[config.mk]
export PLATFORM = sky130hd
export DESIGN_NAME = rwmf_job_queue
export DESIGN_NICKNAME = d
export VERILOG_FILES = /design/src/hdl/rwmf_pkg.sv /design/src/hdl/rwmf_job_queue.sv
export SDC_FILE = /design/constraint.sdc
export NUM_CORES = 1
export LEC_CHECK = 0
export BUFFER_PORTS_ARGS = -buffer_cell sky130_fd_sc_hd__buf_4
export CAP_MARGIN = 5
export CORE_AREA = 2 2 68 77
export DETAILED_ROUTE_END_ITERATION = 10
export DIE_AREA = 0 0 70 79
export PLACE_DENSITY = 0.82
export SLEW_MARGIN = 10
export SYNTH_ARGS = -nofsm -noshare
export SYNTH_HDL_FRONTEND = slang
export SYNTH_SLANG_ARGS = --single-unit
[constraint.sdc]
create_clock -name clock -period 3.9 [get_ports clock]
set_input_delay 0.195 -clock clock [delete_from_list [all_inputs] [get_ports clock]]
set_output_delay 0.195 -clock clock [all_outputs]
set_load 0.005 [all_outputs]
[src/hdl/rwmf_pkg.sv]
package rwmf_pkg;

   localparam int PIX_W = 8;
   localparam int RAD_W = 2;
   localparam int WID_W = 11;
   localparam int HGT_W = 13;
   localparam int ROW_W = 12;
   localparam int SLOT_FIELD_W = 4;
   localparam int SPAN_W = 3;
   localparam int BIT_W = 3;
   localparam int LIN_W = 24;
   localparam int CSR_IDX_W = 2;
   localparam int CSR_DATA_W = 13;
   localparam int WORD_W = 4 * PIX_W;
   localparam int CHANNELS = 3;

   localparam logic [WID_W-1:0] RESET_WIDTH = 11'd1024;
   localparam logic [HGT_W-1:0] RESET_HEIGHT = 13'd1024;
   localparam logic [HGT_W-1:0] HEIGHT_LIMIT = 13'd4096;
   localparam logic [RAD_W-1:0] RESET_RADIUS = 2'd1;

   localparam logic KIND_PIXEL = 1'b0;
   localparam logic KIND_DRAIN = 1'b1;

   typedef enum logic [CSR_IDX_W-1:0] {
      CSR_RADIUS = 2'd0,
      CSR_WIDTH  = 2'd1,
      CSR_HEIGHT = 2'd2
   } csr_index_type;

   typedef enum logic [2:0] {
      BK_IDLE,
      BK_GATHER,
      BK_FLUSH,
      BK_PREP,
      BK_SELECT,
      BK_OUTPUT
   } back_state_type;

   typedef struct packed {
      logic [RAD_W-1:0] radius;
      logic [WID_W-1:0] width;
      logic [HGT_W-1:0] height;
   } cfg_type;

   typedef struct packed {
      logic [ROW_W-1:0]        row;
      logic [WID_W-1:0]        col;
      logic [SLOT_FIELD_W-1:0] slot;
      logic                    last;
   } job_type;

   typedef struct packed {
      logic                    en;
      logic [SLOT_FIELD_W-1:0] slot;
      logic [WID_W-1:0]        col;
      logic [WORD_W-1:0]       data;
   } store_wr_type;

endpackage

[src/hdl/rwmf_job_queue.sv]
module rwmf_job_queue (
   input  logic              clock,
   input  logic              reset,
   input  logic              push,
   input  rwmf_pkg::job_type job_in,
   input  logic              pop,
   output logic              full,
   output logic              empty,
   output rwmf_pkg::job_type head
);
   rwmf_pkg::job_type entry_ff [2];
   logic       wr_ptr_ff, wr_ptr_in, rd_ptr_ff, rd_ptr_in;
   logic [1:0] count_ff, count_in;

   assign full = (count_ff == 2'd2);
   assign empty = (count_ff == 2'd0);
   assign head = entry_ff[rd_ptr_ff];

   always_comb begin
      wr_ptr_in = push ? !wr_ptr_ff : wr_ptr_ff;
      rd_ptr_in = pop ? !rd_ptr_ff : rd_ptr_ff;
      count_in = count_ff + {1'b0, push} - {1'b0, pop};
   end

   always_ff @(posedge clock) begin
      if (reset) begin
         wr_ptr_ff <= 1'b0;
         rd_ptr_ff <= 1'b0;
         count_ff <= '0;
      end else begin
         wr_ptr_ff <= wr_ptr_in;
         rd_ptr_ff <= rd_ptr_in;
         count_ff <= count_in;
      end
   end

   always_ff @(posedge clock) begin
      if (push) begin
         entry_ff[wr_ptr_ff] <= job_in;
      end
   end

endmodule

---- After elaboration in Yosys (flattened, before gate mapping) ----
Memory sizes are Yosys's and may differ from the RTL's. A register that Yosys moved wholly into a read port is not among the register bits.
Index checks and enable logic that the tools add are counted.
W data, S select, Z words.
operators by class
  $add $sub $neg .......................... 2
  equality and inequality tests ........... 1
  multiplexer cells ....................... 4
  reductions and logical operators ........ 3
operator list
  kind                  number
  $mux W1               4
  $add A2 B1 Y2         1
  $eq A2 B2 Y1 const B  1
  $logic_not A1 Y1      2
  $logic_not A2 Y1      1
  $sub A2 B1 Y2         1
storage, ports and cells
  flip-flop bits (word level) ............. 4
  RAM bits ................................ 56
  input bits .............................. 32
  word-level logic and storage cells ...... 14
  memories ................................ 1
memory list
  memory    depth  bits a word  rd ports  clocked after memory_dff  write ports  RTL line              source
  entry_ff  2      28           1         1                         1            rwmf_job_queue.sv:11  rwmf_pkg::job_type entry_ff [2];

---- Logic depth before layout (Yosys ltp) ----
Gate-level depths: netlist (run 1).
  word-level depth ........................ 3
  gate-level depth with buffers ........... 6

---- Worst setup path after synthesis (run 1) ----
Ideal clock, no wire load.
  path type ............................... register -> register
  start point ............................. register wr_ptr_ff
  end point ............................... memory entry_ff[0][0] (netlist name) (enable)
  setup time .............................. 0.416 ns
  data arrival time ....................... 1.592 ns
  required time ........................... 3.484 ns
  path slack .............................. 1.892 ns
  stages on the path, launching flop included .. 2
  path buffers ............................ 0
  clock period less this slack ............ 2.008 ns
  path through ............................ dfxtp_1 nor2b_1
RTL lines
  item                    RTL line              source
  from (decl)             rwmf_job_queue.sv:12  logic wr_ptr_ff, wr_ptr_in, rd_ptr_ff, rd_ptr_in;
  from (signal assigned)  rwmf_job_queue.sv:31  wr_ptr_ff <= wr_ptr_in;
  to (decl)               rwmf_job_queue.sv:11
No word-level cell before the write port.

==> results of run 1 <==
## power groups by stage
| stage | registers [mW] | clock network, mW | logic (mW) |
|---|---|---|---|
| 2_1_floorplan | 0.787 | 0 | 0.116 |
| 3_3_place_gp | 0.802 | 0 | 0.188 |
| 3_5_place_dp | 0.807 | 0 | 0.195 |
| 4_1_cts | 0.793 | 0.584 | 0.196 |
| 5_1_grt | 0.796 | 0.616 | 0.210 |
| 6_report | 0.791 | 0.570 | 0.192 |
## routing by layer
layer / vias to the layer above / global-route usage [%] / wire length [µm]
met5: - / 0 / 0
met4: 0 / 6.54 / 51
met3: 6 / 7.74 / 281
met2: 50 / 26.0 / 2150
met1: 572 / 14.8 / 1360
li1: 555 / - / -
## layout by cell type (no fill, tap or decap)
| cell type | count |
|---|---|
| mux2_2 | 8 |
| clkinv_2 | 1 |
| nor2b_2 | 1 |
| bufinv_16 | 2 |
| inv_1 | 2 |
| xnor3_1 | 1 |
| clkinv_1 | 4 |
| dfxtp_2 | 1 |
| mux2_4 | 20 |
| and2_2 | 1 |
| buf_4 | 62 |
| dfxtp_1 | 4 |
| edfxtp_1 | 56 |
| nor2b_1 | 2 |
| ha_1 | 2 |
| xnor2_1 | 2 |
| nor2_1 | 5 |
| clkbuf_8 | 9 |
## final cells by class
type                            instances  area (µm²)
Inverter                                2        7.51
Sequential cell                        61        1780
Tap cell                               58        72.6
Clock inverter                          7        80.1
Multi-Input combinational cell         42         503
Fill cell                             348        1760
Clock buffer                            9         124
Timing Repair Buffer                   62         465
## sequential cells by signal, summed over array words and instances, names as in the netlist, named ones only
name / flops
entry_ff: 56
count_ff: 2
rd_ptr_ff: 1
wr_ptr_ff: 1
## worst max-delay path, cell delays in order, from the launching register on
cell and delay, ns:
dfxtp_2 0.88, mux2_2 0.42, buf_4 0.14
## per-stage QoR
| stage | setup WS [ns] | util, % | cells | power [mW] | hold slack (ns) |
|---|---|---|---|---|---|
| floorplan | 1.89 | - | 108 | 0.903 | 0.267 |
| global placement | 2.16 | 59.0 | 225 | 0.990 | 0.381 |
| detailed placement | 2.06 | 59.0 | 225 | 1.00 | 0.384 |
| CTS | 1.88 | 63.2 | 241 | 1.57 | 0.0370 |
| global route | 1.85 | 63.3 | 241 | 1.62 | 0.0296 |
| finish | 1.94 | 63.3 | 241 | 1.55 | 0.0500 |
## cell families after synthesis
group	Yosys count	synth area share (%)
fa+ha+maj	2	1.07
xor+xnor	3	1.71
buf+inv	5	2.51
mux	28	16.7
flops	61	76.1
simple gates	9	1.87
## worst paths after layout
check | startpoint | end | slack (ns) | cells after the start
setup / recovery | register | head[6] | 1.94 | 2
hold / removal | job_in[21] | entry_ff[1][21] | 0.05 | 1
setup reg to reg | count_ff[0] | count_ff[1] | 2.52 | 6
hold reg to reg | rd_ptr_ff | register | 0.53 | 2
==> summary.txt, run 1 <==
STA
  – Max_slew headroom: 44.1%
  – RSZ-0062 raised after global routing: no
  – Fmax: 510 MHz
  – Setup-failing EPs final: 0
  – Clock Skew: 0.00681 ns
  – Fin. Hold Viols: 0
  – Final Max Tran Viols: 0
  – Final period util: 50.3%
  – Fin Setup TNS: 0 ns
  – Post-route minimum period: 1.96 ns
  – Slew @ Worst Pin: 0.838 ns

Setup path
  – WP data required: 3.70 ns
  – Crit path kind: reg -> out
  – Startpoint types: register
  – Worst Path Max Fanout: 28
  – Crit end category: output port
  – Crit path DAT: 1.77 ns

Power and ir drop
  – PD cells: 512 nW/µm²
  – Cell leakage power: 1.21 nW
  – Switch share: 20.2%
  – Comb pwr share: 12.3%
  – Pint: 1.24 mW
  – Max VDD drop: 0.397 mV
  – Reg power frac: 50.9%
  – Clk pwr share: 36.7%
  – Switch Pwr: 313 µW

Floorplanning
  – Boundary Pins: 62
  – Overall die area: 5530 µm²
  – Die H: 79 µm
  – Die Width: 70 µm
  – Core ar.: 4800 µm²
  – Rows: 27
  – Initial Util: 48.8%

Logic synthesis
  – Netlist cell types: 13
  – Post-synth EDFFs: 56
  – Synth Area per Inst: 21.7 µm²
  – Largest area contributor in the netlist: edfxtp_1
  – Flops & latches, synth: 61
  – Asr flop ratio synth: 0%
  – Syn Nets: 142
  – Area share of the largest cell type after synthesis: 71.9%
  – Sequential area share after synthesis: 76.1%
  – Synth warn: 0
  – Largest cells by area after synthesis: edfxtp_1 (72%), mux2_4 (13%), dfxtp_1 (4.3%)
  – Count leader, synth: edfxtp_1
  – Top FF cell, synth: edfxtp_1
  – Post-Syn Area: 2340 µm²
  – Most frequent cells after synthesis: edfxtp_1 (56), mux2_4 (20), mux2_2 (8), dfxtp_1 (5), nor2_1 (5)
  – Post-Synthesis Cells: 108

Outcome
  – Run status: completed

Route
  – Via/cell ratio: 4.91
  – Vias: 1183
  – Detailed Route Iter0 Violations: 48
  – Avg WL per Cell: 15.9 µm
  – Routed Antenna Nets: 0
  – Routed Wire Length: 3840 µm
  – Drt pass-1 iters: 4
  – Drt drc: 0

Placement
  – Placer Congestion: 0.703
  – Number of I/O port buffers: 61
  – Placed cell area: 2830 µm²
  – DP Wirelength: 2630 µm

Clocking
  – Setup Fix Bufs, Post-CTS: 0
  – TritonCTS clock tree: done
  – Clk root buf: clkbuf_8
  – Post-cts hold buffer count: 0
  – Num CTS Buffers: 9
  – Clock transition at the registers of the reported paths: 0.06 ns
  – H-tree depth: 3
  – Clock Sinks: 61
  – Max clock buf depth: 2
  – Clk_lat worst skew: 0.33 ns
  – Post_cts resized: 0

Finish
  – # diodes: 0
  – Final instance area: 3040 µm²
  – Nets: 212
  – Area grow syn2layout: 29.7%
  – Layout cell share with drive strength beyond 1: 57.4%

Global routing
  – Total track usage: 14.9%
  – Antenna violations before repair: 0
  – Largest net degree at the start of global routing: 29
  – Number of global-route vias before repair: 1240
  – Global-route wire length before repair: 5930 µm
  – Remaining Overflow, GRT: 0

Job
  – # Max-Cap Violations: 0

Hold path
  – Hold Crit Class: in -> reg
Note: power is estimated with default switching activity, not from simulation.
==> run 2, diff against run 1 <==
--- a/config.mk
+++ b/config.mk
@@ -5,12 +5,13 @@
 export SDC_FILE = /design/constraint.sdc
 export NUM_CORES = 1
 export LEC_CHECK = 0
+export ABC_AREA = 1
 export BUFFER_PORTS_ARGS = -buffer_cell sky130_fd_sc_hd__buf_4
 export CAP_MARGIN = 5
 export CORE_AREA = 2 2 68 77
 export DETAILED_ROUTE_END_ITERATION = 10
 export DIE_AREA = 0 0 70 79
-export PLACE_DENSITY = 0.82
+export PLACE_DENSITY = 0.83
 export SLEW_MARGIN = 10
 export SYNTH_ARGS = -nofsm -noshare
 export SYNTH_HDL_FRONTEND = slang
==> constraint.sdc (replaced) <==
create_clock -name clock -period 1.9 [get_ports clock]
set_input_delay 0.095 -clock clock [delete_from_list [all_inputs] [get_ports clock]]
set_output_delay 0.095 -clock clock [all_outputs]
set_load 0.005 [all_outputs]
==> run 2 against run 1 <==
Against the previous run: first-iteration DRC count increased by 67%; flip-flop and latch count unchanged; clock skew is 0.0034 ns higher; highest routed layer unchanged.
==> summary.txt, run 2 <==
Finish
  – Most frequent cells in the layout: buf_4 (63), edfxtp_1 (56), dlygate4sd3_1 (29), mux2_4 (20), clkbuf_8 (9)
  – Most common cell after layout, fill and taps aside: buf_4
  – Nets: 254 (+20%)
  – Max FFs per register: 56 (unchanged)
  – Regs by FF count: entry_ff (56), count_ff (2)
  – Area grow syn2layout: 42.4%
  – Reg with most FFs: entry_ff
  – # diodes: 0 (unchanged)
  – Layout cell share with drive strength beyond 1: 47.7% (-9.6 points)

Logic synthesis
  – Largest cells by area after synthesis: edfxtp_1 (72%), mux2_4 (13%), dfxtp_1 (4.3%)
  – Top FF cell, synth: edfxtp_1
  – Synth warn: 0 (unchanged)
  – Post-Synthesis Cells: 118 (+9.3%)
  – Asr flop ratio synth: 0% (unchanged)
  – Most frequent cells after synthesis: edfxtp_1 (56), mux2_4 (20), inv_1 (8), mux2_2 (8), nor2_1 (8)
  – Post-Syn Area: 2350 µm² (+0.32%)
  – Netlist cell types: 14 (+1)
  – Area share of the largest cell type after synthesis: 71.6% (-0.23 points)
  – Syn Nets: 152 (+7.0%)
  – Count leader, synth: edfxtp_1
  – Largest area contributor in the netlist: edfxtp_1
  – Post-synth EDFFs: 56 (unchanged)
  – Synth Area per Inst: 19.9 µm² (-8.2%)
  – Sequential area share after synthesis: 75.9% (-0.24 points)
  – Flops & latches, synth: 61 (unchanged)

Setup path
  – Reg-to-Reg Start: wr_ptr_ff
  – WP data required: 1.80 ns (-1.90 ns)
  – Crit path largest cell delay: 0.51 ns (-0.37 ns)
  – Crit end category: output port
  – Crit path DAT: 1.57 ns (-0.20 ns)
  – Crit path kind: reg -> out
  – Crit-path slowest cell: dfxtp_2
  – Reg2reg end: entry_ff[1][9]
  – Startpoint types: register
  – Flop2flop setup slack: 0.58 ns (-1.94 ns)
  – Reg2reg path depth: 3 (-3)
  – Worst Path Max Fanout: 19 (-32%)
  – CP Cell Sequence: buf_12, mux2_2, buf_4

Clocking
  – Post_cts resized: 0 (unchanged)
  – Clock Sinks: 61 (unchanged)
  – Setup Fix Bufs, Post-CTS: 0 (unchanged)
  – Clk_lat worst skew: 0.33 ns (about the same)
  – TritonCTS clock tree: done
  – Clk root buf: clkbuf_8
  – Max clock buf depth: 2 (unchanged)
  – Num CTS Buffers: 9 (unchanged)
  – Clock transition at the registers of the reported paths: 0.06 ns (about the same)
  – H-tree depth: 3 (unchanged)

Placement
  – DP Wirelength: 2890 µm (+10%)
  – Placer Congestion: 0.683 (-2.7%)
  – Number of I/O port buffers: 61 (unchanged)

STA
  – Final period util: 87.8%
  – Setup-failing EPs final: 0 (unchanged)
  – Final Max Tran Viols: 0 (unchanged)
  – Fin Setup TNS: 0 ns (unchanged)
  – RSZ-0062 raised after global routing: no
  – Slew @ Worst Pin: 0.490 ns (-0.348 ns)
  – Max_slew headroom: 67.3% (+23 points)
  – Fmax: 600 MHz
  – Post-route minimum period: 1.67 ns
  – Fin. Hold Viols: 0 (unchanged)
  – Hold slack: 0.0455 ns (-0.00452 ns)
  – Clock Skew: 0.0102 ns (+0.00338 ns)

Route
  – Detailed Route Iter0 Violations: 80 (+67%)
  – Routed Wire Length: 4560 µm (+19%)
  – Via/cell ratio: 4.76 (-2.9%)
  – Avg WL per Cell: 16.3 µm (+2.3%)
  – Drt drc: 0 (unchanged)
  – Vias: 1334 (+13%)
  – Routed Antenna Nets: 0 (unchanged)
  – Drt pass-1 iters: 4 (unchanged)

Global routing
  – Number of global-route vias before repair: 1435 (+16%)
  – Remaining Overflow, GRT: 0 (unchanged)
  – Total track usage: 17.3% (+2.4 points)
  – Antenna violations before repair: 0 (unchanged)
  – Largest net degree at the start of global routing: 20 (-31%)
  – Global-route wire length before repair: 6910 µm (+16%)

Floorplanning
  – Boundary Pins: 62 (unchanged)
  – Overall die area: 5530 µm² (unchanged)
  – Core ar.: 4800 µm² (unchanged)
  – Die H: 79 µm (unchanged)
  – Initial Util: 48.9% (+0.16 points)
  – Die Width: 70 µm (unchanged)
  – Rows: 27 (unchanged)

Outcome
  – Run status: completed

Power and ir drop
  – Clk pwr share: 33.3% (-3.4 points)
  – Cell leakage power: 1.36 nW (+13%)
  – Reg power frac: 52.1% (+1.2 points)
  – Switch Pwr: 645 µW (+110%)
  – Pint: 2.40 mW (+94%)
  – PD cells: 912 nW/µm² (+78%)
  – Comb pwr share: 14.6% (+2.3 points)
  – Switch share: 21.1% (+0.99 points)
  – Max VDD drop: 0.469 mV (+18%)

Hold path
  – Hold EP: rd_ptr_ff
  – Hold Path Stages: 3 (+2)
  – Hold Crit Class: in -> reg
  – Hold Startpoint: pop

Job
  – # Max-Cap Violations: 0 (unchanged)
## run 2: changes by cell type in the layout (fill, tap and decap cells not counted), sizes merged, moves of 2 or more
cell         change
buf              +3
dlygate4sd3     +29
nor2b            -3
nor2             +3
clkinv           -2
inv              +6
nand2            +4
## run 2: worst max-delay path by stage
stage / from / to / cells past startpoint
after floorplan: wr_ptr_ff / entry_ff[0][0] / 1
after CTS: register / head[5] / 3
after detailed placement: register / head[5] / 3
after global routing: register / head[5] / 3
after global placement: register / head[5] / 3
final: register / head[5] / 3
## run 2: power groups by stage
stage / Combinational [mW] / Sequential, mW / Clock [mW]
final: 0.445 / 1.59 / 1.02
after global routing: 0.479 / 1.59 / 1.09
after CTS: 0.448 / 1.59 / 1.02
after detailed placement: 0.397 / 1.61 / 0
after global placement: 0.382 / 1.61 / 0
after floorplan: 0.215 / 1.60 / 0
## run 2: metrics by stage
| step | utilization (%) | power, mW | worst slack, ns | instance area, µm² | std cells |
|---|---|---|---|---|---|
| 6_report | 69.7 | 3.05 | 0.233 | 3340 | 280 |
| 5_1_grt | 69.7 | 3.16 | 0.175 | 3340 | 280 |
| 4_1_cts | 69.7 | 3.06 | 0.216 | 3340 | 280 |
| 3_5_place_dp | 60.1 | 2.01 | 0.575 | 2890 | 238 |
| 3_3_place_gp | 60.1 | 1.99 | 0.587 | 2890 | 238 |
| 2_1_floorplan | - | 1.81 | 0.429 | 2350 | 118 |
## run 2: repair_timing
action / in CTS / in global routing
hold buffers: 29 / 0
endpoints found under the setup margin: 0 / 0
hold endpoints to repair: 60 / 0
## run 2: cell type report
cell class,count,area (µm²)
Clock buffer,9,124
Clock inverter,4,42.5
Timing Repair Buffer,94,803
Multi-Input combinational cell,46,487
Sequential cell,61,1780
Fill cell,310,1460
Inverter,8,30.0
Tap cell,58,72.6
## run 2: logic make-up after synthesis
family	after synthesis	share of synthesized area, %
AO/OA/AOI/OAI	1	0.213
XOR/XNOR	1	0.373
adder cells (fa/ha/maj)	2	1.07
buffers and inverters	11	3.46
flip-flops	61	75.9
multiplexers	28	16.6
AND/OR/NAND/NOR	14	2.34
## run 2: layer usage
| layer | vias to the layer above | routed length, µm | GRT usage, % |
|---|---|---|---|
| li1 | 642 | - | - |
| met1 | 650 | 1750 | 17.9 |
| met2 | 37 | 2550 | 31.0 |
| met3 | 5 | 202 | 4.44 |
| met4 | 0 | 65 | 11.0 |
| met5 | - | 0 | 0 |
## run 2: critical path: cells and delay by family (launching register included)
family                 cells  cell delay, ns
buffers and inverters      2            0.37
flip-flops                 1            0.51
multiplexers               1            0.36
