### src/hdl/rwmf_pkg.sv
package rwmf_pkg;

   localparam int PIX_W = 8;
   localparam int RAD_W = 2;
   localparam int WID_W = 11;
   localparam int HGT_W = 13;
   localparam int ROW_W = 12;
   localparam int SLOT_FIELD_W = 4;
   localparam int SPAN_W = 3;
   localparam int BIT_W = 3;
   localparam int LIN_W = 24;
   localparam int CSR_IDX_W = 2;
   localparam int CSR_DATA_W = 13;
   localparam int WORD_W = 4 * PIX_W;
   localparam int CHANNELS = 3;

   localparam logic [WID_W-1:0] RESET_WIDTH = 11'd1024;
   localparam logic [HGT_W-1:0] RESET_HEIGHT = 13'd1024;
   localparam logic [HGT_W-1:0] HEIGHT_LIMIT = 13'd4096;
   localparam logic [RAD_W-1:0] RESET_RADIUS = 2'd1;

   localparam logic KIND_PIXEL = 1'b0;
   localparam logic KIND_DRAIN = 1'b1;

   typedef enum logic [CSR_IDX_W-1:0] {
      CSR_RADIUS = 2'd0,
      CSR_WIDTH  = 2'd1,
      CSR_HEIGHT = 2'd2
   } csr_index_type;

   typedef enum logic [2:0] {
      BK_IDLE,
      BK_GATHER,
      BK_FLUSH,
      BK_PREP,
      BK_SELECT,
      BK_OUTPUT
   } back_state_type;

   typedef struct packed {
      logic [RAD_W-1:0] radius;
      logic [WID_W-1:0] width;
      logic [HGT_W-1:0] height;
   } cfg_type;

   typedef struct packed {
      logic [ROW_W-1:0]        row;
      logic [WID_W-1:0]        col;
      logic [SLOT_FIELD_W-1:0] slot;
      logic                    last;
   } job_type;

   typedef struct packed {
      logic                    en;
      logic [SLOT_FIELD_W-1:0] slot;
      logic [WID_W-1:0]        col;
      logic [WORD_W-1:0]       data;
   } store_wr_type;

endpackage

### src/hdl/rwmf_if.sv
interface rwmf_req_if;
   logic                       valid;
   logic                       ready;
   logic                       kind;
   logic [rwmf_pkg::PIX_W-1:0] in_red;
   logic [rwmf_pkg::PIX_W-1:0] in_green;
   logic [rwmf_pkg::PIX_W-1:0] in_blue;
   logic [rwmf_pkg::PIX_W-1:0] in_alpha;
   modport source (output valid, kind, in_red, in_green, in_blue, in_alpha, input ready);
   modport sink (input valid, kind, in_red, in_green, in_blue, in_alpha, output ready);
endinterface


interface rwmf_csr_if;
   logic                            valid;
   logic                            ready;
   logic [rwmf_pkg::CSR_IDX_W-1:0]  index;
   logic [rwmf_pkg::CSR_DATA_W-1:0] data;
   modport source (output valid, index, data, input ready);
   modport sink (input valid, index, data, output ready);
endinterface

### src/hdl/rwmf_front.sv
module rwmf_front #(
   parameter int MAX_RADIUS = 3,
   parameter int MAX_WIDTH = 1024
) (
   input  logic                   clock,
   input  logic                   reset,
   rwmf_req_if.sink               req_chan,
   rwmf_csr_if.sink               csr_chan,
   input  logic                   queue_full,
   input  logic                   gather_done,
   output rwmf_pkg::cfg_type      cfg,
   output rwmf_pkg::store_wr_type store_wr,
   output logic                   job_push,
   output rwmf_pkg::job_type      job
);
   localparam int SLOTS = 2 * MAX_RADIUS + 2;
   localparam logic [rwmf_pkg::SLOT_FIELD_W-1:0] LAST_SLOT =
      rwmf_pkg::SLOT_FIELD_W'(SLOTS - 1);
   localparam logic [rwmf_pkg::WID_W-1:0] WMAX =
      rwmf_pkg::WID_W'((MAX_WIDTH > 2047) ? 2047 : MAX_WIDTH);
   localparam logic [rwmf_pkg::RAD_W-1:0] RMAX =
      rwmf_pkg::RAD_W'((MAX_RADIUS > 3) ? 3 : MAX_RADIUS);

   logic [rwmf_pkg::RAD_W-1:0] radius_ff, radius_in;
   logic [rwmf_pkg::WID_W-1:0] width_ff, width_in;
   logic [rwmf_pkg::HGT_W-1:0] height_ff, height_in;
   logic [rwmf_pkg::WID_W-1:0] in_col_ff, in_col_in, out_col_ff, out_col_in;
   logic [rwmf_pkg::ROW_W-1:0] in_row_ff, in_row_in, out_row_ff, out_row_in;
   logic [rwmf_pkg::SLOT_FIELD_W-1:0] in_slot_ff, in_slot_in, out_slot_ff, out_slot_in;
   logic [rwmf_pkg::LIN_W-1:0] in_lin_ff, in_lin_in, out_lin_ff, out_lin_in;
   logic done_ff, done_in;
   logic pending_ff, pending_in;
   logic accept, take, emit, last, restart;
   logic [rwmf_pkg::HGT_W-1:0] rw_prod;
   logic [rwmf_pkg::LIN_W-1:0] lag;
   logic [rwmf_pkg::WID_W-1:0] wval;
   logic [rwmf_pkg::HGT_W-1:0] hval;

   assign csr_chan.ready = 1'b1;
   assign req_chan.ready = !pending_ff && !queue_full;
   assign accept = req_chan.valid && req_chan.ready;
   assign take = accept && (req_chan.kind == rwmf_pkg::KIND_PIXEL) && !done_ff;

   assign rw_prod = rwmf_pkg::HGT_W'(radius_ff) * rwmf_pkg::HGT_W'(width_ff);
   assign lag = rwmf_pkg::LIN_W'(rw_prod) + rwmf_pkg::LIN_W'(radius_ff);
   assign last = ({1'b0, out_row_ff} == height_ff - 13'd1) && (out_col_ff == width_ff - 11'd1);

   always_comb begin
      radius_in = radius_ff;
      width_in = width_ff;
      height_in = height_ff;
      restart = 1'b0;
      wval = csr_chan.data[rwmf_pkg::WID_W-1:0];
      hval = csr_chan.data[rwmf_pkg::HGT_W-1:0];
      if (csr_chan.valid) begin
         case (rwmf_pkg::csr_index_type'(csr_chan.index))
            rwmf_pkg::CSR_RADIUS: begin
               radius_in = (csr_chan.data[rwmf_pkg::RAD_W-1:0] > RMAX) ? RMAX :
                           csr_chan.data[rwmf_pkg::RAD_W-1:0];
               restart = 1'b1;
            end
            rwmf_pkg::CSR_WIDTH: begin
               width_in = (wval == 11'd0) ? 11'd1 : ((wval > WMAX) ? WMAX : wval);
               restart = 1'b1;
            end
            rwmf_pkg::CSR_HEIGHT: begin
               height_in = (hval == 13'd0) ? 13'd1 :
                           ((hval > rwmf_pkg::HEIGHT_LIMIT) ? rwmf_pkg::HEIGHT_LIMIT : hval);
               restart = 1'b1;
            end
            default: begin
               restart = 1'b0;
            end
         endcase
      end
   end

   always_comb begin
      in_col_in = in_col_ff;
      in_row_in = in_row_ff;
      in_slot_in = in_slot_ff;
      in_lin_in = in_lin_ff;
      done_in = done_ff;
      out_col_in = out_col_ff;
      out_row_in = out_row_ff;
      out_slot_in = out_slot_ff;
      out_lin_in = out_lin_ff;
      if (take) begin
         in_col_in = in_col_ff + 11'd1;
         in_lin_in = in_lin_ff + 24'd1;
         if (in_col_ff + 11'd1 >= width_ff) begin
            in_col_in = '0;
            in_row_in = in_row_ff + 12'd1;
            in_slot_in = (in_slot_ff == LAST_SLOT) ? '0 : in_slot_ff + 4'd1;
            if ({1'b0, in_row_ff} + 13'd1 >= height_ff) begin
               in_row_in = '0;
               in_slot_in = '0;
               done_in = 1'b1;
            end
         end
      end
      emit = accept && (done_in || (in_lin_in > out_lin_ff + lag));
      if (emit) begin
         if (last) begin
            in_col_in = '0;
            in_row_in = '0;
            in_slot_in = '0;
            in_lin_in = '0;
            done_in = 1'b0;
            out_col_in = '0;
            out_row_in = '0;
            out_slot_in = '0;
            out_lin_in = '0;
         end else begin
            out_col_in = out_col_ff + 11'd1;
            out_lin_in = out_lin_ff + 24'd1;
            if (out_col_ff + 11'd1 >= width_ff) begin
               out_col_in = '0;
               out_row_in = out_row_ff + 12'd1;
               out_slot_in = (out_slot_ff == LAST_SLOT) ? '0 : out_slot_ff + 4'd1;
            end
         end
      end
      if (restart) begin
         in_col_in = '0;
         in_row_in = '0;
         in_slot_in = '0;
         in_lin_in = '0;
         done_in = 1'b0;
         out_col_in = '0;
         out_row_in = '0;
         out_slot_in = '0;
         out_lin_in = '0;
      end
      pending_in = pending_ff;
      if (gather_done) begin
         pending_in = 1'b0;
      end
      if (emit) begin
         pending_in = 1'b1;
      end
   end

   always_ff @(posedge clock) begin
      if (reset) begin
         radius_ff <= ((rwmf_pkg::RESET_RADIUS > RMAX) ? RMAX : rwmf_pkg::RESET_RADIUS);
         width_ff <= ((rwmf_pkg::RESET_WIDTH > WMAX) ? WMAX : rwmf_pkg::RESET_WIDTH);
         height_ff <= rwmf_pkg::RESET_HEIGHT;
         in_col_ff <= '0;
         in_row_ff <= '0;
         in_slot_ff <= '0;
         in_lin_ff <= '0;
         done_ff <= 1'b0;
         out_col_ff <= '0;
         out_row_ff <= '0;
         out_slot_ff <= '0;
         out_lin_ff <= '0;
         pending_ff <= 1'b0;
      end else begin
         radius_ff <= radius_in;
         width_ff <= width_in;
         height_ff <= height_in;
         in_col_ff <= in_col_in;
         in_row_ff <= in_row_in;
         in_slot_ff <= in_slot_in;
         in_lin_ff <= in_lin_in;
         done_ff <= done_in;
         out_col_ff <= out_col_in;
         out_row_ff <= out_row_in;
         out_slot_ff <= out_slot_in;
         out_lin_ff <= out_lin_in;
         pending_ff <= pending_in;
      end
   end

   assign cfg.radius = radius_ff;
   assign cfg.width = width_ff;
   assign cfg.height = height_ff;

   assign store_wr.en = take;
   assign store_wr.slot = in_slot_ff;
   assign store_wr.col = in_col_ff;
   assign store_wr.data = {req_chan.in_alpha, req_chan.in_blue, req_chan.in_green,
                           req_chan.in_red};

   assign job_push = emit;
   assign job.row = out_row_ff;
   assign job.col = out_col_ff;
   assign job.slot = out_slot_ff;
   assign job.last = last;

endmodule

### src/flat_wrapper.sv
// flat-port wrapper written by rule: the top's interface ports become plain ports
module rwmf_front_flat 
#(
   parameter int MAX_RADIUS = 3,
   parameter int MAX_WIDTH = 1024
)
  (clock, reset, queue_full, gather_done, cfg, store_wr, job_push, job, req_chan_valid, req_chan_kind, req_chan_in_red, req_chan_in_green, req_chan_in_blue, req_chan_in_alpha, req_chan_ready, csr_chan_valid, csr_chan_index, csr_chan_data, csr_chan_ready);
  rwmf_req_if req_chan_i ();
  rwmf_csr_if csr_chan_i ();
  input  logic clock;
  input  logic reset;
  input  logic queue_full;
  input  logic gather_done;
  output rwmf_pkg::cfg_type cfg;
  output rwmf_pkg::store_wr_type store_wr;
  output logic job_push;
  output rwmf_pkg::job_type job;
  input wire logic [$bits(req_chan_i.valid)-1:0] req_chan_valid;
  input wire logic [$bits(req_chan_i.kind)-1:0] req_chan_kind;
  input wire logic [$bits(req_chan_i.in_red)-1:0] req_chan_in_red;
  input wire logic [$bits(req_chan_i.in_green)-1:0] req_chan_in_green;
  input wire logic [$bits(req_chan_i.in_blue)-1:0] req_chan_in_blue;
  input wire logic [$bits(req_chan_i.in_alpha)-1:0] req_chan_in_alpha;
  output wire logic [$bits(req_chan_i.ready)-1:0] req_chan_ready;
  input wire logic [$bits(csr_chan_i.valid)-1:0] csr_chan_valid;
  input wire logic [$bits(csr_chan_i.index)-1:0] csr_chan_index;
  input wire logic [$bits(csr_chan_i.data)-1:0] csr_chan_data;
  output wire logic [$bits(csr_chan_i.ready)-1:0] csr_chan_ready;
  assign req_chan_i.valid = req_chan_valid;
  assign req_chan_i.kind = req_chan_kind;
  assign req_chan_i.in_red = req_chan_in_red;
  assign req_chan_i.in_green = req_chan_in_green;
  assign req_chan_i.in_blue = req_chan_in_blue;
  assign req_chan_i.in_alpha = req_chan_in_alpha;
  assign req_chan_ready = req_chan_i.ready;
  assign csr_chan_i.valid = csr_chan_valid;
  assign csr_chan_i.index = csr_chan_index;
  assign csr_chan_i.data = csr_chan_data;
  assign csr_chan_ready = csr_chan_i.ready;
  rwmf_front #(.MAX_RADIUS(MAX_RADIUS), .MAX_WIDTH(MAX_WIDTH)) u_core (.clock(clock), .reset(reset), .req_chan(req_chan_i), .csr_chan(csr_chan_i), .queue_full(queue_full), .gather_done(gather_done), .cfg(cfg), .store_wr(store_wr), .job_push(job_push), .job(job));
endmodule
### config.mk
export PLATFORM = sky130hd
export DESIGN_NAME = rwmf_front_flat
export DESIGN_NICKNAME = d
export VERILOG_FILES = /design/src/hdl/rwmf_pkg.sv /design/src/hdl/rwmf_if.sv /design/src/hdl/rwmf_front.sv /design/src/flat_wrapper.sv
export SDC_FILE = /design/constraint.sdc
export NUM_CORES = 1
export LEC_CHECK = 0
export BUFFER_PORTS_ARGS = -buffer_cell sky130_fd_sc_hd__buf_2
export CAP_MARGIN = 0
export CORE_MARGIN = 2
export CORE_UTILIZATION = 49
export CTS_CLUSTER_SIZE = 40
export DETAILED_ROUTE_END_ITERATION = 8
export PLACE_DENSITY_LB_ADDON = 0.15
export SLEW_MARGIN = 20
export SYNTH_ARGS = -nofsm -noshare
export SYNTH_HDL_FRONTEND = slang
export SYNTH_SLANG_ARGS = --single-unit
### constraint.sdc
create_clock -name clock -period 20.4 [get_ports clock]
set_input_delay 2.04 -clock clock [delete_from_list [all_inputs] [get_ports clock]]
set_output_delay 2.04 -clock clock [all_outputs]
set_load 0.005 [all_outputs]
Yosys cells after proc, flatten, opt, wreduce, memory -nomap -nowiden
Index checks and enable logic that the tools add are counted.
{"block": "word_totals", "in_bits": 54, "register_bits": 130, "out_inout_bits": 105, "elab_cells": 102}
{"block": "classes", "add_sub_neg": 13, "multipliers": 1, "n_bitwise": 1, "n_lt_le_gt_ge": 7, "n_reduce_logical": 21, "eq_ne": 6, "n_mux": 40}
{"cell": "24-bit 2-to-1 mux", "n": 4}
{"cell": "11-bit 2-to-1 mux", "n": 8}
{"cell": "12-bit 2-to-1 mux", "n": 7}
{"cell": "24-bit by 1-bit adder with 24-bit output (second input constant)", "n": 2}
{"cell": "4-bit 2-to-1 mux", "n": 9}
{"cell": "13-bit 2-to-1 mux", "n": 2}
{"cell": "12-bit by 1-bit adder with 12-bit output (second input constant)", "n": 2}
{"cell": "24-bit adder", "n": 1}
{"cell": "24-bit greater-than comparator", "n": 1}
{"cell": "11-bit by 1-bit adder with 11-bit output (second input constant)", "n": 2}
{"cell": "11-bit >= comparator", "n": 2}
{"cell": "13-bit by 2-bit adder with 14-bit output", "n": 1}
{"cell": "12-bit by 1-bit adder with 13-bit output (second input constant)", "n": 1}
{"cell": "12-bit by 13-bit equality test with 1-bit output", "n": 1}
{"cell": "13-bit >= comparator", "n": 1}
{"cell": "13-bit greater-than comparator (second input constant)", "n": 1}
{"cell": "13-bit zero test", "n": 1}
{"cell": "2-bit by 11-bit multiplier with 13-bit output", "n": 1}
{"cell": "13-bit by 1-bit subtractor with 13-bit output (second input constant)", "n": 1}
{"cell": "11-bit equality test", "n": 1}
{"cell": "11-bit greater-than comparator (second input constant)", "n": 1}
{"cell": "11-bit zero test", "n": 1}
{"cell": "11-bit by 1-bit subtractor with 11-bit output (second input constant)", "n": 1}
{"cell": "1-bit 2-to-1 mux", "n": 9}
{"cell": "other kinds (15)", "n": 28}

Longest topological paths before layout
{"block": "depth", "depth_word": 10, "mapped_depth": 34, "depth_no_buf": 32}

Least setup slack after synthesis
OpenSTA, ideal clock, no wires.
{"block": "synth_timing", "path_type": "reg-to-output", "start": "register u_core.radius_ff[1] (netlist bit)", "end": "output port job_push", "path_stages_with_launch": 32, "path_slack_ps": 12257, "arrival_ps": 6103, "n_path_buf": 2, "cell_sequence": "dfxtp_1 -> inv_1 -> clkbuf_1 -> fa_1 -> inv_1 -> ha_1 -> inv_1 -> fa_1 -> inv_1 -> a21oi_1 -> o21ai_0 -> a21oi_1 -> o21ai_0 -> a21oi_1 -> o21ai_0 -> xor2_1 -> ha_1 -> and3_1 -> o311ai_0 -> a31oi_1 -> a21oi_1 -> nor2_1 -> xnor2_1 -> ha_1 -> nor2b_1 -> o21ai_0 -> a211oi_1 -> a2111oi_0 -> o211ai_1 -> a32oi_1 -> inv_1 -> clkbuf_1"}
{"block": "synth_via", "elab_chain_len": 6}
{"item": "start, declared", "line": "rwmf_front.sv:24", "text": "logic [rwmf_pkg::RAD_W-1:0] radius_ff, radius_in;"}
{"item": "start signal, assigned", "line": "rwmf_front.sv:146", "text": "radius_ff <= ((rwmf_pkg::RESET_RADIUS > RMAX) ? RMAX : rwmf_pkg::RESET_RADIUS);"}
{"item": "start signal, assigned", "line": "rwmf_front.sv:160", "text": "radius_ff <= radius_in;"}
{"item": "2-bit by 11-bit multiplier with 13-bit output", "line": "rwmf_front.sv:44", "text": "assign rw_prod = rwmf_pkg::HGT_W'(radius_ff) * rwmf_pkg::HGT_W'(width_ff);"}
{"item": "13-bit by 2-bit adder with 14-bit output (*)", "line": "rwmf_front.sv:45", "text": "assign lag = rwmf_pkg::LIN_W'(rw_prod) + rwmf_pkg::LIN_W'(radius_ff);"}
{"item": "24-bit adder (*)", "line": "rwmf_front.sv:102", "text": "emit = accept && (done_in || (in_lin_in > out_lin_ff + lag));"}
{"item": "24-bit greater-than comparator (*)", "line": "rwmf_front.sv:102"}
{"item": "1-bit logical OR (*)", "line": "rwmf_front.sv:102"}
{"item": "1-bit logical AND (*)", "line": "rwmf_front.sv:102"}
{"item": "end, declared", "line": "flat_wrapper.sv:16", "text": "output logic job_push;"}
Every way passes the cells marked *; elsewhere a longest branch is shown, timed or not.

Worst setup path after layout
{"block": "layout_timing", "start": "register u_core.width_ff[0] (netlist bit)", "end": "output port job_push"}
{"block": "layout_via", "elab_chain_len": 6, "elab_cells_between_ends": 9, "cone_classes": "add/sub (2); mul (1); order compare (2); mux (2); reduce/logical (2)"}
{"item": "start, declared", "line": "rwmf_front.sv:25", "text": "logic [rwmf_pkg::WID_W-1:0] width_ff, width_in;"}
{"item": "start signal, assigned", "line": "rwmf_front.sv:147", "text": "width_ff <= ((rwmf_pkg::RESET_WIDTH > WMAX) ? WMAX : rwmf_pkg::RESET_WIDTH);"}
{"item": "start signal, assigned", "line": "rwmf_front.sv:161", "text": "width_ff <= width_in;"}
{"item": "2-bit by 11-bit multiplier with 13-bit output", "line": "rwmf_front.sv:44"}
{"item": "13-bit by 2-bit adder with 14-bit output", "line": "rwmf_front.sv:45"}
{"item": "24-bit adder", "line": "rwmf_front.sv:102"}
{"item": "24-bit greater-than comparator", "line": "rwmf_front.sv:102"}
{"item": "1-bit logical OR (*)", "line": "rwmf_front.sv:102"}
{"item": "1-bit logical AND (*)", "line": "rwmf_front.sv:102"}
Marked as above.

==> flow_summary_export.csv <==
group,metric,value,unit
sta,final.setup.tns,0,ns
critical_path,worstSetupPathType,"flip-flop to output pin",
critical_path,ff2ff_setup_slack,12.37,ns
critical_path,crit_required,18.36,ns
sta,max_freq,108,MHz
grt,grt_pass1_vias,8156,
clock_tree,cts_buffer_depth,2,
clock_tree,cts_resized,0,
sta,finalMaxSlewViolations,0,
route,wl_per_cell,16.9,microns
floorplanning,coreArea,20100,sq um
grt,grt-ovfl-total,0,
floorplanning,rows,52,
logic_synthesis,syn_nets,1400,
cells_and_area,drive_above_1_share,11.7,%
logic_synthesis,postSynthCellCount,1240,
route,viasPerCell,5.65,
route,highest_layer,"met4",
pwr,p_leak,4.59,nW
grt,antenna_found_initial,0,
grt,grt_max_degree,98,
route,met2_wirelength,12.2,mm
grt,grt_usage,24.4,%
route,firstDrtPassIters,5,
cells_and_area,area_delta_synth_final,9.11,%
logic_synthesis,synth-seq-cells,130,
placed_design,post-dp-hpwl,19.7,mm
grt,grt_pass1_wl,42.3,mm
logic_synthesis,ys_seq_area_share,26.2,%
pwr,seq_power_share,42.7,%
sta,period_needed,9.23,ns
cells_and_area,finalNonFillerCells,1544,
clock_tree,clk_pin_slew_worst_paths,0.06,ns
min_path,hp-class,"flip-flop to flip-flop",
route,vias,8724,
pwr,p_comb_share,7.8,%
run_status,status,"completed",
sta,hold_viol,0,
critical_path,crit_start,"u_core.width_ff[0]$_SDFFE_PP0P_",
cells_and_area,fin_nets,1421,
logic_synthesis,yosys_warnings,0,
route,drtIter0Drc,547,
route,ant_nets,0,
route,drc,0,
critical_path,critPathLaunchType,"flip-flop",
clock_tree,cts_hold_buf,0,
clock_tree,h-tree-depth,4,
logic_synthesis,ys.flop_type,"dfxtp_1",
placed_design,io_buffers,93,
clock_tree,cts_inserted_buffers,17,
critical_path,end_kind,"output pin",
pwr,power.total,0.605,mW
route,drt-met1-wl,12.2,mm
sta,fin_crit_sh,45.2,%
sta,skew,0.0109,ns
floorplanning,dieArea,21500,sq um
sta,rsz0062_at_grt,"false",
cells_and_area,final_util,54.0,%
critical_path,r2r-start,"u_core.width_ff[0]$_SDFFE_PP0P_",
floorplanning,ios,159,
floorplanning,start_util,49.5,%
pwr,swShare,26.5,%
floorplanning,die_x,146,microns
logic_synthesis,synth_area_leaders,"dfxtp_1 (26%), ha_1 (13%), xnor2_1 (5.4%)",
clock_tree,cts_tree,"built",
job,maxCapViolations,0,
critical_path,arrival,7.19,ns
placed_design,gp_congestion,0.868,
cells_and_area,n_antenna_cell,0,
critical_path,critPathSlowestCell,"dfxtp_1",
min_path,worstHoldStart,"u_core.pending_ff$_SDFFE_PP0P_",
route,routed_wl,26.1,mm
sta,setup_viol,0,
logic_synthesis,synth_edf_count,0,
sta,slew_headroom,30.4,%
critical_path,worstPathMaxFanout,12,
logic_synthesis,synth_top_area_cell,"dfxtp_1",
clock_tree,cts_sinks,130,
logic_synthesis,synth-async-reset-ratio,0,%
clock_tree,root_buffer,"clkbuf_16",
clock_tree,post_cts_buffers,0,
floorplanning,die_height,146,microns
logic_synthesis,netlist_area,9940,sq um
logic_synthesis,ys_types,71,
clock_tree,clock_latency,0.43,ns
sta,worst_slew_pin_slew,1.04,ns
pwr,power_density,55.8,nW/um^2
route,wl_met3,1.21,mm
pwr,power.switching,0.160,mW
pwr,internal-power,0.445,mW
critical_path,critPathMaxStageDelay,0.55,ns
pwr,pwr-share-clk,49.5,%
placed_design,dp.cells,1512,
logic_synthesis,syn_avg_cell_area,8.02,sq um
sta,fin_hold_ws,0.469,ns
logic_synthesis,yosysTopAreaCellShare,26.2,%
pwr,ir_drop,0.0000529,V
per-stage QoR:
step	cell area [sq um]	setup WS [ns]
after floorplan	9940	12.26
after global placement	10300	11.78
final	10900	11.17
after detailed placement	10300	11.64
after CTS	10900	11.19
after global routing	10900	10.44
placed cells by master (no fill, tap or decap), types with 6 or more instances in the layout:
cell       count
a211o_1        9
a211oi_1       9
a21o_1        15
a21oi_1       98
a22oi_1       22
a31oi_1        6
and2_1        13
and3_1        24
buf_2         93
clkbuf_16     17
dfxtp_1      130
ha_1         103
inv_1         66
mux2i_1       10
nand2_1       51
nand2b_1       9
nand3_1       47
nand3b_1      12
nand4_1       25
nor2_1       121
nor2b_1       29
nor3_1        18
nor3b_1       13
nor4_1        14
o211ai_1      11
o21ai_0       57
o31ai_1       21
or2_2          6
or3_1         20
or4_1         20
xnor2_1       61
xor2_1        51
synth_stat cells, types with 35 or more instances:
library cell  count
nand3_1          47
o21ai_0          58
xnor2_1          61
ha_1            103
dfxtp_1         130
a21oi_1          98
inv_1            66
xor2_1           51
nor2_1          121
buf_4            35
nand2_1          51
clkbuf_1         49
metal layers:
layer | vias up | global-route usage, %
li1 | 4461 | -
met1 | 4011 | 32.6
met2 | 221 | 40.6
met3 | 31 | 4.09
met4 | 0 | 7.09
met5 | - | 0
kinds of logic (layout without fill, tap and decap cells):
kind of cell    Yosys count  count (layout)  share of synthesized area, %
fa+ha+maj               106             106                          13.6
xor+xnor                112             112                          9.86
other cells               1               1                        0.0377
buf+inv                 161             195                          7.78
flops                   130             130                          26.2
compound gates          279             279                          17.5
simple gates            441             441                          24.0
mux                      10              10                          1.01
area by class of cell:
type,count,area [sq um]
Inverter,66,248
Timing Repair Buffer,97,495
Clock inverter,14,133
Clock buffer,18,439
Multi-Input combinational cell,949,6600
Sequential cell,130,2600
Tap cell,270,338
Fill cell,1911,9250
worst max-delay path: cells and delay by family, from the launching register on:
kind	cells	cell delay, ns
AO/OA/AOI/OAI	14	2.98
adder cells (fa/ha/maj)	5	1.61
buffers and inverters	5	0.72
AND/OR/NAND/NOR	4	0.58
flip-flops	1	0.55
XOR/XNOR	2	0.32
final timing paths:
path / cells past startpoint / end
hold / removal: 2 / u_core.pending_ff$_SDFFE_PP0P_
setup / recovery: 30 / job_push
hold reg to reg: 2 / u_core.pending_ff$_SDFFE_PP0P_
setup reg to reg: 32 / u_core.in_col_ff[6]$_SDFF_PP0_
registers in the layout (all words and copies together) (netlist names), 11 cells and up:
| register | flops |
|---|---|
| u_core.out_lin_ff | 24 |
| u_core.in_col_ff | 11 |
| u_core.in_lin_ff | 24 |
| u_core.out_row_ff | 12 |
| u_core.in_row_ff | 12 |
| u_core.height_ff | 13 |
| u_core.out_col_ff | 11 |
| u_core.width_ff | 11 |
power by group through the flow:
stage / logic (mW) / clock network [mW] / registers, mW
after floorplan: 0.0385 / 0 / 0.263
after global placement: 0.0465 / 0 / 0.264
after detailed placement: 0.0467 / 0 / 0.264
after CTS: 0.0470 / 0.305 / 0.258
after global routing: 0.0520 / 0.314 / 0.258
final: 0.0471 / 0.300 / 0.258
Note: power is estimated with default switching activity, not from simulation.
